<file path="config.mk">
export PLATFORM = sky130hd
export DESIGN_NAME = modular_exponentiation_unit
export DESIGN_NICKNAME = d
export VERILOG_FILES = /design/src/rtl/modexp_pkg.sv /design/src/rtl/modexp_mulmod.sv /design/src/rtl/modular_exponentiation_unit.sv
export SDC_FILE = /design/constraint.sdc
export NUM_CORES = 1
export LEC_CHECK = 0
export ABC_CLOCK_PERIOD_IN_PS = 8700
export BUFFER_PORTS_ARGS = -buffer_cell sky130_fd_sc_hd__buf_2
export CAP_MARGIN = 30
export CORE_MARGIN = 1.5
export CORE_UTILIZATION = 45
export CTS_CLUSTER_DIAMETER = 150
export DETAILED_ROUTE_END_ITERATION = 10
export GPL_TIMING_DRIVEN = 0
export SYNTH_ARGS = -nofsm -noshare
export SYNTH_HDL_FRONTEND = slang
export SYNTH_SLANG_ARGS = --single-unit
</file>
<file path="constraint.sdc">
create_clock -name clock -period 8.7 [get_ports clock]
set_input_delay 0.435 -clock clock [delete_from_list [all_inputs] [get_ports clock]]
set_output_delay 0.435 -clock clock [all_outputs]
set_load 0.02 [all_outputs]
</file>
<file path="src/rtl/modexp_pkg.sv">
`default_nettype none
// ----------------------------------------------------------------------------
// modexp_pkg
// Shared types and constants of the modular exponentiation unit.
// ----------------------------------------------------------------------------
package modexp_pkg;

   // width of every payload port, independent of the datapath width
   localparam int FIELD_WIDTH = 32;

   typedef enum logic [2:0] {
      ST_IDLE,
      ST_RED_ISSUE,
      ST_RED_RUN,
      ST_SQ_ISSUE,
      ST_SQ_RUN,
      ST_MUL_ISSUE,
      ST_MUL_RUN,
      ST_FINISH
   } state_type;

   // request to the serial modular multiplier
   typedef struct packed {
      logic start;
      logic reduce;
   } mm_req_type;

endpackage
`default_nettype wire

</file>
<file path="src/rtl/modexp_mulmod.sv">
`default_nettype none
// ----------------------------------------------------------------------------
// modexp_mulmod
// Bit-serial modular multiplier. Scans operand_b from its top bit, one bit a
// cycle: r = 2r mod m, then r = r + a mod m for a set bit. In reduce mode the
// bit of operand_b is shifted into r instead, giving operand_b mod m.
// ----------------------------------------------------------------------------
module modexp_mulmod
   import modexp_pkg::*;
#(
   parameter int OPERAND_WIDTH = 32
) (
   input  logic                     clock,
   input  logic                     reset,
   input  mm_req_type               req,
   input  logic [OPERAND_WIDTH-1:0] operand_a,
   input  logic [OPERAND_WIDTH-1:0] operand_b,
   input  logic [OPERAND_WIDTH-1:0] modulus,
   output logic                     done,
   output logic [OPERAND_WIDTH-1:0] product
);

   localparam int CW = $clog2(OPERAND_WIDTH);

   logic                     busy_ff, busy_in;
   logic                     done_ff, done_in;
   logic                     reduce_ff, reduce_in;
   logic [CW-1:0]            cnt_ff, cnt_in;
   logic [OPERAND_WIDTH-1:0] r_ff, r_in;
   logic [OPERAND_WIDTH-1:0] a_ff, a_in;
   logic [OPERAND_WIDTH-1:0] b_ff, b_in;
   logic [OPERAND_WIDTH-1:0] m_ff, m_in;

   logic                     bit_in;
   logic [OPERAND_WIDTH:0]   dbl;
   logic [OPERAND_WIDTH:0]   dbl_red;
   logic [OPERAND_WIDTH-1:0] addend;
   logic [OPERAND_WIDTH:0]   sum;
   logic [OPERAND_WIDTH:0]   sum_red;

   always_comb begin
      bit_in  = reduce_ff & b_ff[OPERAND_WIDTH-1];
      dbl     = {r_ff, bit_in};
      dbl_red = (dbl >= {1'b0, m_ff}) ? (dbl - {1'b0, m_ff}) : dbl;
      addend  = (!reduce_ff && b_ff[OPERAND_WIDTH-1]) ? a_ff : '0;
      sum     = {1'b0, dbl_red[OPERAND_WIDTH-1:0]} + {1'b0, addend};
      sum_red = (sum >= {1'b0, m_ff}) ? (sum - {1'b0, m_ff}) : sum;
   end

   always_comb begin
      busy_in   = busy_ff;
      done_in   = 1'b0;
      reduce_in = reduce_ff;
      cnt_in    = cnt_ff;
      r_in      = r_ff;
      a_in      = a_ff;
      b_in      = b_ff;
      m_in      = m_ff;
      if (req.start) begin
         busy_in   = 1'b1;
         reduce_in = req.reduce;
         cnt_in    = CW'(OPERAND_WIDTH - 1);
         r_in      = '0;
         a_in      = operand_a;
         b_in      = operand_b;
         m_in      = modulus;
      end else if (busy_ff) begin
         r_in   = sum_red[OPERAND_WIDTH-1:0];
         b_in   = b_ff << 1;
         cnt_in = cnt_ff - 1'b1;
         if (cnt_ff == '0) begin
            busy_in = 1'b0;
            done_in = 1'b1;
         end
      end
   end

   always_ff @(posedge clock) begin
      if (reset) begin
         busy_ff <= 1'b0;
         done_ff <= 1'b0;
      end else begin
         busy_ff <= busy_in;
         done_ff <= done_in;
      end
   end

   always_ff @(posedge clock) begin
      reduce_ff <= reduce_in;
      cnt_ff    <= cnt_in;
      r_ff      <= r_in;
      a_ff      <= a_in;
      b_ff      <= b_in;
      m_ff      <= m_in;
   end

   assign done    = done_ff;
   assign product = r_ff;

   a_start_idle: assert property (@(posedge clock) disable iff (reset)
      req.start |-> !busy_ff)
      else $error("multiplier started while busy");

   a_residue_busy: assert property (@(posedge clock) disable iff (reset)
      busy_ff |-> (r_ff < m_ff))
      else $error("partial residue not below modulus");

   a_residue_done: assert property (@(posedge clock) disable iff (reset)
      done_ff |-> (!busy_ff && (r_ff < m_ff)))
      else $error("product not reduced at done");

endmodule
`default_nettype wire

</file>
<file path="src/rtl/modular_exponentiation_unit.sv">
`default_nettype none
// ----------------------------------------------------------------------------
// modular_exponentiation_unit
// Computes base ** exponent mod modulus by left-to-right square and multiply.
// ----------------------------------------------------------------------------
// Usage:
//   req carries base, exponent and modulus as one word; rsp returns the power
//   and a bad_modulus flag, one rsp word per req word.
//   A zero modulus gives bad_modulus = 1 and a power of 0; a zero exponent
//   gives 1. For both, the word goes straight from idle to ST_FINISH.
//   Otherwise the base is first reduced, then each of the OPERAND_WIDTH
//   exponent bits costs one modular square, and a set bit one more multiply,
//   each run on one bit-serial multiplier.
//   One word is in flight; req_ready is high only when idle, so the next word
//   can be taken in the cycle after a result is loaded.
//   A finished result waits in the output register while rsp stalls, and a
//   new word is taken meanwhile; the next result waits for rsp_ready.
//   Synchronous reset empties the output register and returns to idle.
// ----------------------------------------------------------------------------
module modular_exponentiation_unit
   import modexp_pkg::*;
#(
   parameter int OPERAND_WIDTH = 32
) (
   input  logic                   clock,
   input  logic                   reset,
   input  logic                   req_valid,
   output logic                   req_ready,
   input  logic [FIELD_WIDTH-1:0] req_base_value,
   input  logic [FIELD_WIDTH-1:0] req_exponent_value,
   input  logic [FIELD_WIDTH-1:0] req_modulus_value,
   output logic                   rsp_valid,
   input  logic                   rsp_ready,
   output logic [FIELD_WIDTH-1:0] rsp_power_result,
   output logic                   rsp_bad_modulus
);

   localparam int CW = $clog2(OPERAND_WIDTH);

   state_type                state_ff, state_in;
   logic [OPERAND_WIDTH-1:0] base_ff, base_in;
   logic [OPERAND_WIDTH-1:0] exp_ff, exp_in;
   logic [OPERAND_WIDTH-1:0] mod_ff, mod_in;
   logic [OPERAND_WIDTH-1:0] acc_ff, acc_in;
   logic                     bad_ff, bad_in;
   logic [CW-1:0]            bit_cnt_ff, bit_cnt_in;
   logic                     rsp_valid_ff, rsp_valid_in;
   logic [FIELD_WIDTH-1:0]   rsp_power_ff, rsp_power_in;
   logic                     rsp_bad_ff, rsp_bad_in;

   logic [OPERAND_WIDTH-1:0] base_w, exp_w, mod_w;
   logic                     accept;
   logic                     advance;
   logic                     load_rsp;
   mm_req_type               mm_req;
   logic [OPERAND_WIDTH-1:0] mm_b;
   logic                     mm_done;
   logic [OPERAND_WIDTH-1:0] mm_product;

   assign base_w = OPERAND_WIDTH'(req_base_value);
   assign exp_w  = OPERAND_WIDTH'(req_exponent_value);
   assign mod_w  = OPERAND_WIDTH'(req_modulus_value);

   // control outputs
   always_comb begin
      req_ready     = (state_ff == ST_IDLE);
      accept        = req_ready && req_valid;
      mm_req.start  = (state_ff == ST_RED_ISSUE) || (state_ff == ST_SQ_ISSUE) ||
                      (state_ff == ST_MUL_ISSUE);
      mm_req.reduce = (state_ff == ST_RED_ISSUE);
      mm_b          = (state_ff == ST_SQ_ISSUE) ? acc_ff : base_ff;
      // end of one exponent bit
      advance       = mm_done &&
                      (((state_ff == ST_SQ_RUN) && !exp_ff[OPERAND_WIDTH-1]) ||
                       (state_ff == ST_MUL_RUN));
      load_rsp      = (state_ff == ST_FINISH) && (!rsp_valid_ff || rsp_ready);
   end

   // next state
   always_comb begin
      state_in = state_ff;
      unique case (state_ff)
         ST_IDLE: begin
            if (accept) begin
               if ((mod_w == '0) || (exp_w == '0)) state_in = ST_FINISH;
               else                                 state_in = ST_RED_ISSUE;
            end
         end
         ST_RED_ISSUE: state_in = ST_RED_RUN;
         ST_RED_RUN: begin
            if (mm_done) state_in = ST_SQ_ISSUE;
         end
         ST_SQ_ISSUE: state_in = ST_SQ_RUN;
         ST_SQ_RUN: begin
            if (advance) state_in = (bit_cnt_ff == '0) ? ST_FINISH : ST_SQ_ISSUE;
            else if (mm_done) state_in = ST_MUL_ISSUE;
         end
         ST_MUL_ISSUE: state_in = ST_MUL_RUN;
         ST_MUL_RUN: begin
            if (advance) state_in = (bit_cnt_ff == '0) ? ST_FINISH : ST_SQ_ISSUE;
         end
         ST_FINISH: begin
            if (load_rsp) state_in = ST_IDLE;
         end
      endcase
   end

   // datapath
   always_comb begin
      base_in      = base_ff;
      exp_in       = exp_ff;
      mod_in       = mod_ff;
      acc_in       = acc_ff;
      bad_in       = bad_ff;
      bit_cnt_in   = bit_cnt_ff;
      rsp_power_in = rsp_power_ff;
      rsp_bad_in   = rsp_bad_ff;
      rsp_valid_in = rsp_valid_ff;

      if (accept) begin
         base_in    = base_w;
         exp_in     = exp_w;
         mod_in     = mod_w;
         bit_cnt_in = CW'(OPERAND_WIDTH - 1);
         bad_in     = (mod_w == '0);
         priority if (mod_w == '0) acc_in = '0;
         else if (exp_w == '0)     acc_in = OPERAND_WIDTH'(1);
         else if (mod_w == OPERAND_WIDTH'(1)) acc_in = '0;
         else                      acc_in = OPERAND_WIDTH'(1);
      end

      if ((state_ff == ST_RED_RUN) && mm_done) base_in = mm_product;
      if (((state_ff == ST_SQ_RUN) || (state_ff == ST_MUL_RUN)) && mm_done) begin
         acc_in = mm_product;
      end
      if (advance) begin
         exp_in     = exp_ff << 1;
         bit_cnt_in = bit_cnt_ff - 1'b1;
      end

      if (load_rsp) begin
         rsp_valid_in = 1'b1;
         rsp_power_in = FIELD_WIDTH'(acc_ff);
         rsp_bad_in   = bad_ff;
      end else if (rsp_ready) begin
         rsp_valid_in = 1'b0;
      end
   end

   always_ff @(posedge clock) begin
      if (reset) begin
         state_ff     <= ST_IDLE;
         rsp_valid_ff <= 1'b0;
      end else begin
         state_ff     <= state_in;
         rsp_valid_ff <= rsp_valid_in;
      end
   end

   always_ff @(posedge clock) begin
      base_ff      <= base_in;
      exp_ff       <= exp_in;
      mod_ff       <= mod_in;
      acc_ff       <= acc_in;
      bad_ff       <= bad_in;
      bit_cnt_ff   <= bit_cnt_in;
      rsp_power_ff <= rsp_power_in;
      rsp_bad_ff   <= rsp_bad_in;
   end

   modexp_mulmod #(
      .OPERAND_WIDTH(OPERAND_WIDTH)
   ) u_mulmod (
      .clock     (clock),
      .reset     (reset),
      .req       (mm_req),
      .operand_a (acc_ff),
      .operand_b (mm_b),
      .modulus   (mod_ff),
      .done      (mm_done),
      .product   (mm_product)
   );

   assign rsp_valid        = rsp_valid_ff;
   assign rsp_power_result = rsp_power_ff;
   assign rsp_bad_modulus  = rsp_bad_ff;

   a_bad_zero: assert property (@(posedge clock) disable iff (reset)
      (rsp_valid_ff && rsp_bad_ff) |-> (rsp_power_ff == '0))
      else $error("bad modulus word with nonzero power");

   a_accept_busy: assert property (@(posedge clock) disable iff (reset)
      accept |=> (state_ff != ST_IDLE))
      else $error("still idle after accepting a word");

   a_finish_load: assert property (@(posedge clock) disable iff (reset)
      load_rsp |=> (rsp_valid_ff && (state_ff == ST_IDLE)))
      else $error("result not presented after finish");

   a_done_in_run: assert property (@(posedge clock) disable iff (reset)
      mm_done |-> ((state_ff == ST_RED_RUN) || (state_ff == ST_SQ_RUN) ||
                   (state_ff == ST_MUL_RUN)))
      else $error("multiplier done outside a run state");

endmodule
`default_nettype wire

</file>
==> flow_metrics.py <==
metrics = {
    "status": {
        "outcome": "finished clean",
    },
    "synthesis": {
        "ys.flop_type": "edfxtp_1",
        "syn_area_per_cell_sq_um": 10.8,
        "synth_edf_count": 263,
        "synth_cell_types": 79,
        "synth.net_count": 1825,
        "ys_async_sr_fraction_pct": 0,
        "synth_area_sq_um": 17600,
        "ys_seq_elements": 307,
        "yosysSeqAreaShare_pct": 49.8,
        "synthCells": 1624,
        "synth_warnings": 0,
    },
    "place": {
        "dp_hpwl_um": 38900,
        "gp_congestion": 0.930,
        "placed_area_sq_um": 19000,
        "port_buffers": 134,
    },
    "clock_tree": {
        "ctsLongestPathBuffers": 3,
        "cts_made_buffers": 36,
        "clockRootBuffer": "clkbuf_16",
        "clock_sinks": 307,
        "path_clk_slew_ns": 0.05,
        "cts_hold_buf": 0,
        "htreeDepth": 2,
        "tritoncts": "done",
        "clock_latency_ns": 0.55,
    },
    "timing": {
        "period_share_pct": 95.7,
        "final_hold_viol_count": 0,
        "relSlewSlack_pct": 37.0,
        "max_slew.worst_pin.slew_ns": 0.945,
        "final-setup-viol-count": 0,
        "maxSlewViolCount": 0,
        "grt_setup_unrepaired": "no",
        "clock_skew_ns": 0.0143,
        "fmax_mhz": 120,
        "fin_crit_ns": 8.32,
    },
    "detailed_routing": {
        "ant_nets": 0,
        "route.detailed.drc": 0,
        "firstDrtPassIters": 5,
        "vias": 13300,
        "wire_per_inst_um": 21.1,
        "drt_iter0_drc": 937,
        "wl_um": 49700,
        "viasPerCell": 5.68,
    },
    "worst_setup_path": {
        "cp_max_fo": 10,
        "crit_path_start_kind": "flip-flop",
        "cpMaxStageDelayCell": "xnor2_1",
        "crit_path_end_kind": "flip-flop",
        "slowest_delay_ns": 0.44,
        "critical_path_arrival_ns": 8.73,
        "required_ns": 9.11,
        "worst-setup-path-type": "reg -> reg",
    },
    "final_layout": {
        "fin_area_sq_um": 20300,
        "multi_input_area_sq_um": 8280,
        "drive_above_1_share_pct": 16.1,
        "nNetsFinal": 2005,
        "syn2layout_area_growth_pct": 15.0,
        "ff_latch_area_sq_um": 8780,
        "final_core_util_pct": 52.4,
        "fill_cells": 3503,
    },
    "die": {
        "start_util_pct": 45.6,
        "num_io_pins": 135,
        "die_h_um": 201,
        "coreArea_sq_um": 38600,
        "dieArea_sq_um": 40300,
        "die_x_um": 201,
        "num_rows": 72,
    },
    "grt": {
        "antenna_found_initial": 1,
        "grt_use_total_pct": 24.6,
        "grt_pass1_vias": 13000,
        "grt_pass1_wl_um": 75700,
        "grt_max_degree": 40,
        "gr-total-overflow": 0,
    },
    "run": {
        "maxCapViolCount": 0,
    },
    "worst_hold_path": {
        "hold_class": "in -> reg",
    },
}
==> flip-flops by register name, summed over array words and instances (netlist names) <==
| signal | cells |
|---|---|
| acc_ff | 32 |
| base_ff | 32 |
| exp_ff | 32 |
| mod_ff | 32 |
| rsp_power_result | 32 |
| u_mulmod.a_ff | 32 |
| u_mulmod.b_ff | 32 |
| u_mulmod.m_ff | 32 |
| u_mulmod.product | 32 |
| bit_cnt_ff | 5 |
| u_mulmod.cnt_ff | 5 |
| state_ff | 3 |
| bad_ff | 1 |
| rsp_bad_modulus | 1 |
| rsp_valid | 1 |
| u_mulmod.busy_ff | 1 |
| u_mulmod.done | 1 |
| u_mulmod.reduce_ff | 1 |
==> synthesized netlist by cell type (38+ instances only) <==
cell / n / area [sq um]
edfxtp_1: 263 / 7900
a21oi_1: 152 / 761
o21ai_0: 101 / 505
ha_1: 98 / 1230
nor2_1: 93 / 349
nand2_1: 85 / 319
inv_1: 67 / 251
mux2_2: 62 / 698
clkbuf_1: 59 / 221
xnor2_1: 53 / 464
and3_1: 51 / 319
dfxtp_1: 44 / 881
a21o_1: 41 / 308
and2_1: 38 / 238
==> cell usage in the layout (no fill, tap or decap), types with 44 or more instances in the layout <==
cell / count
edfxtp_1: 263
a21oi_1: 148
buf_2: 141
o21ai_0: 100
ha_1: 98
nor2_1: 92
nand2_1: 85
inv_1: 67
clkbuf_1: 67
mux2_2: 62
xnor2_1: 53
and3_1: 51
dfxtp_1: 44
==> worst paths after layout <==
kind / start / to / slack (ns) / cells past startpoint
min reg2reg: mod_ff[1] / u_mulmod.m_ff[1] / 0.41 / 0
max: u_mulmod.m_ff[2] / u_mulmod.product[26] / 0.38 / 33
max reg2reg: u_mulmod.m_ff[2] / u_mulmod.product[26] / 0.38 / 33
min: req_modulus_value[2] / mod_ff[2] / 0.07 / 1
==> logic make-up after synthesis <==
| family | share of synthesized area [%] |
|---|---|
| adders and majority gates | 7.30 |
| buffers and inverters | 3.61 |
| xor gates and xnor gates | 4.38 |
| AOI/OAI and AO/OA | 16.6 |
| and+or+nand+nor | 13.0 |
| muxes | 5.27 |
| DFF | 49.8 |
==> layer usage <==
metal / track usage (%) / share of wire (%)
met1: 35.9 / 48
met2: 38.3 / 45
met3: 3.70 / 5.7
met4: 6.36 / 2.0
met5: 0 / 0
==> per-stage QoR <==
stage	setup TNS [ns]	setup WS (ns)	hold WS, ns	cells
detailed placement	-9.34	-0.341	0.405	2280
floorplan	0	1.34	0.400	1624
finish	0	0.377	0.0725	2348
global route	0	0.0733	0.0575	2348
CTS	0	0.0210	0.0507	2345
global placement	-11.75	-0.419	0.401	2276
==> what timing repair did <==
action	4_1_cts	5_1_grt
resized for setup	7	8
pin swaps	2	3
buffers inserted	2	2
setup endpoints to repair	32	32
==> critical path: cells and delay by family (launching register included) <==
kind	cells	cell delay, ns
compound gates	13	3.04
xor+xnor	1	0.44
fa+ha+maj	3	1.16
buf+inv	5	0.81
flops	1	0.36
mux	2	0.56
simple gates	9	1.81
==> cell type report <==
cell class,count,area share (%)
timing repair buffer,142,3.93
inverter,68,1.26
tap,518,3.20
sequential,307,43.3
buffer,79,1.89
multi-input combinational,1170,40.9
clock buffer,47,4.81
antenna,1,0.0124
clock inverter,16,0.698
Power is left out: the tool's default activity adds up to more than one toggle a clock period on the data nets, which glitch-free logic cannot reach.
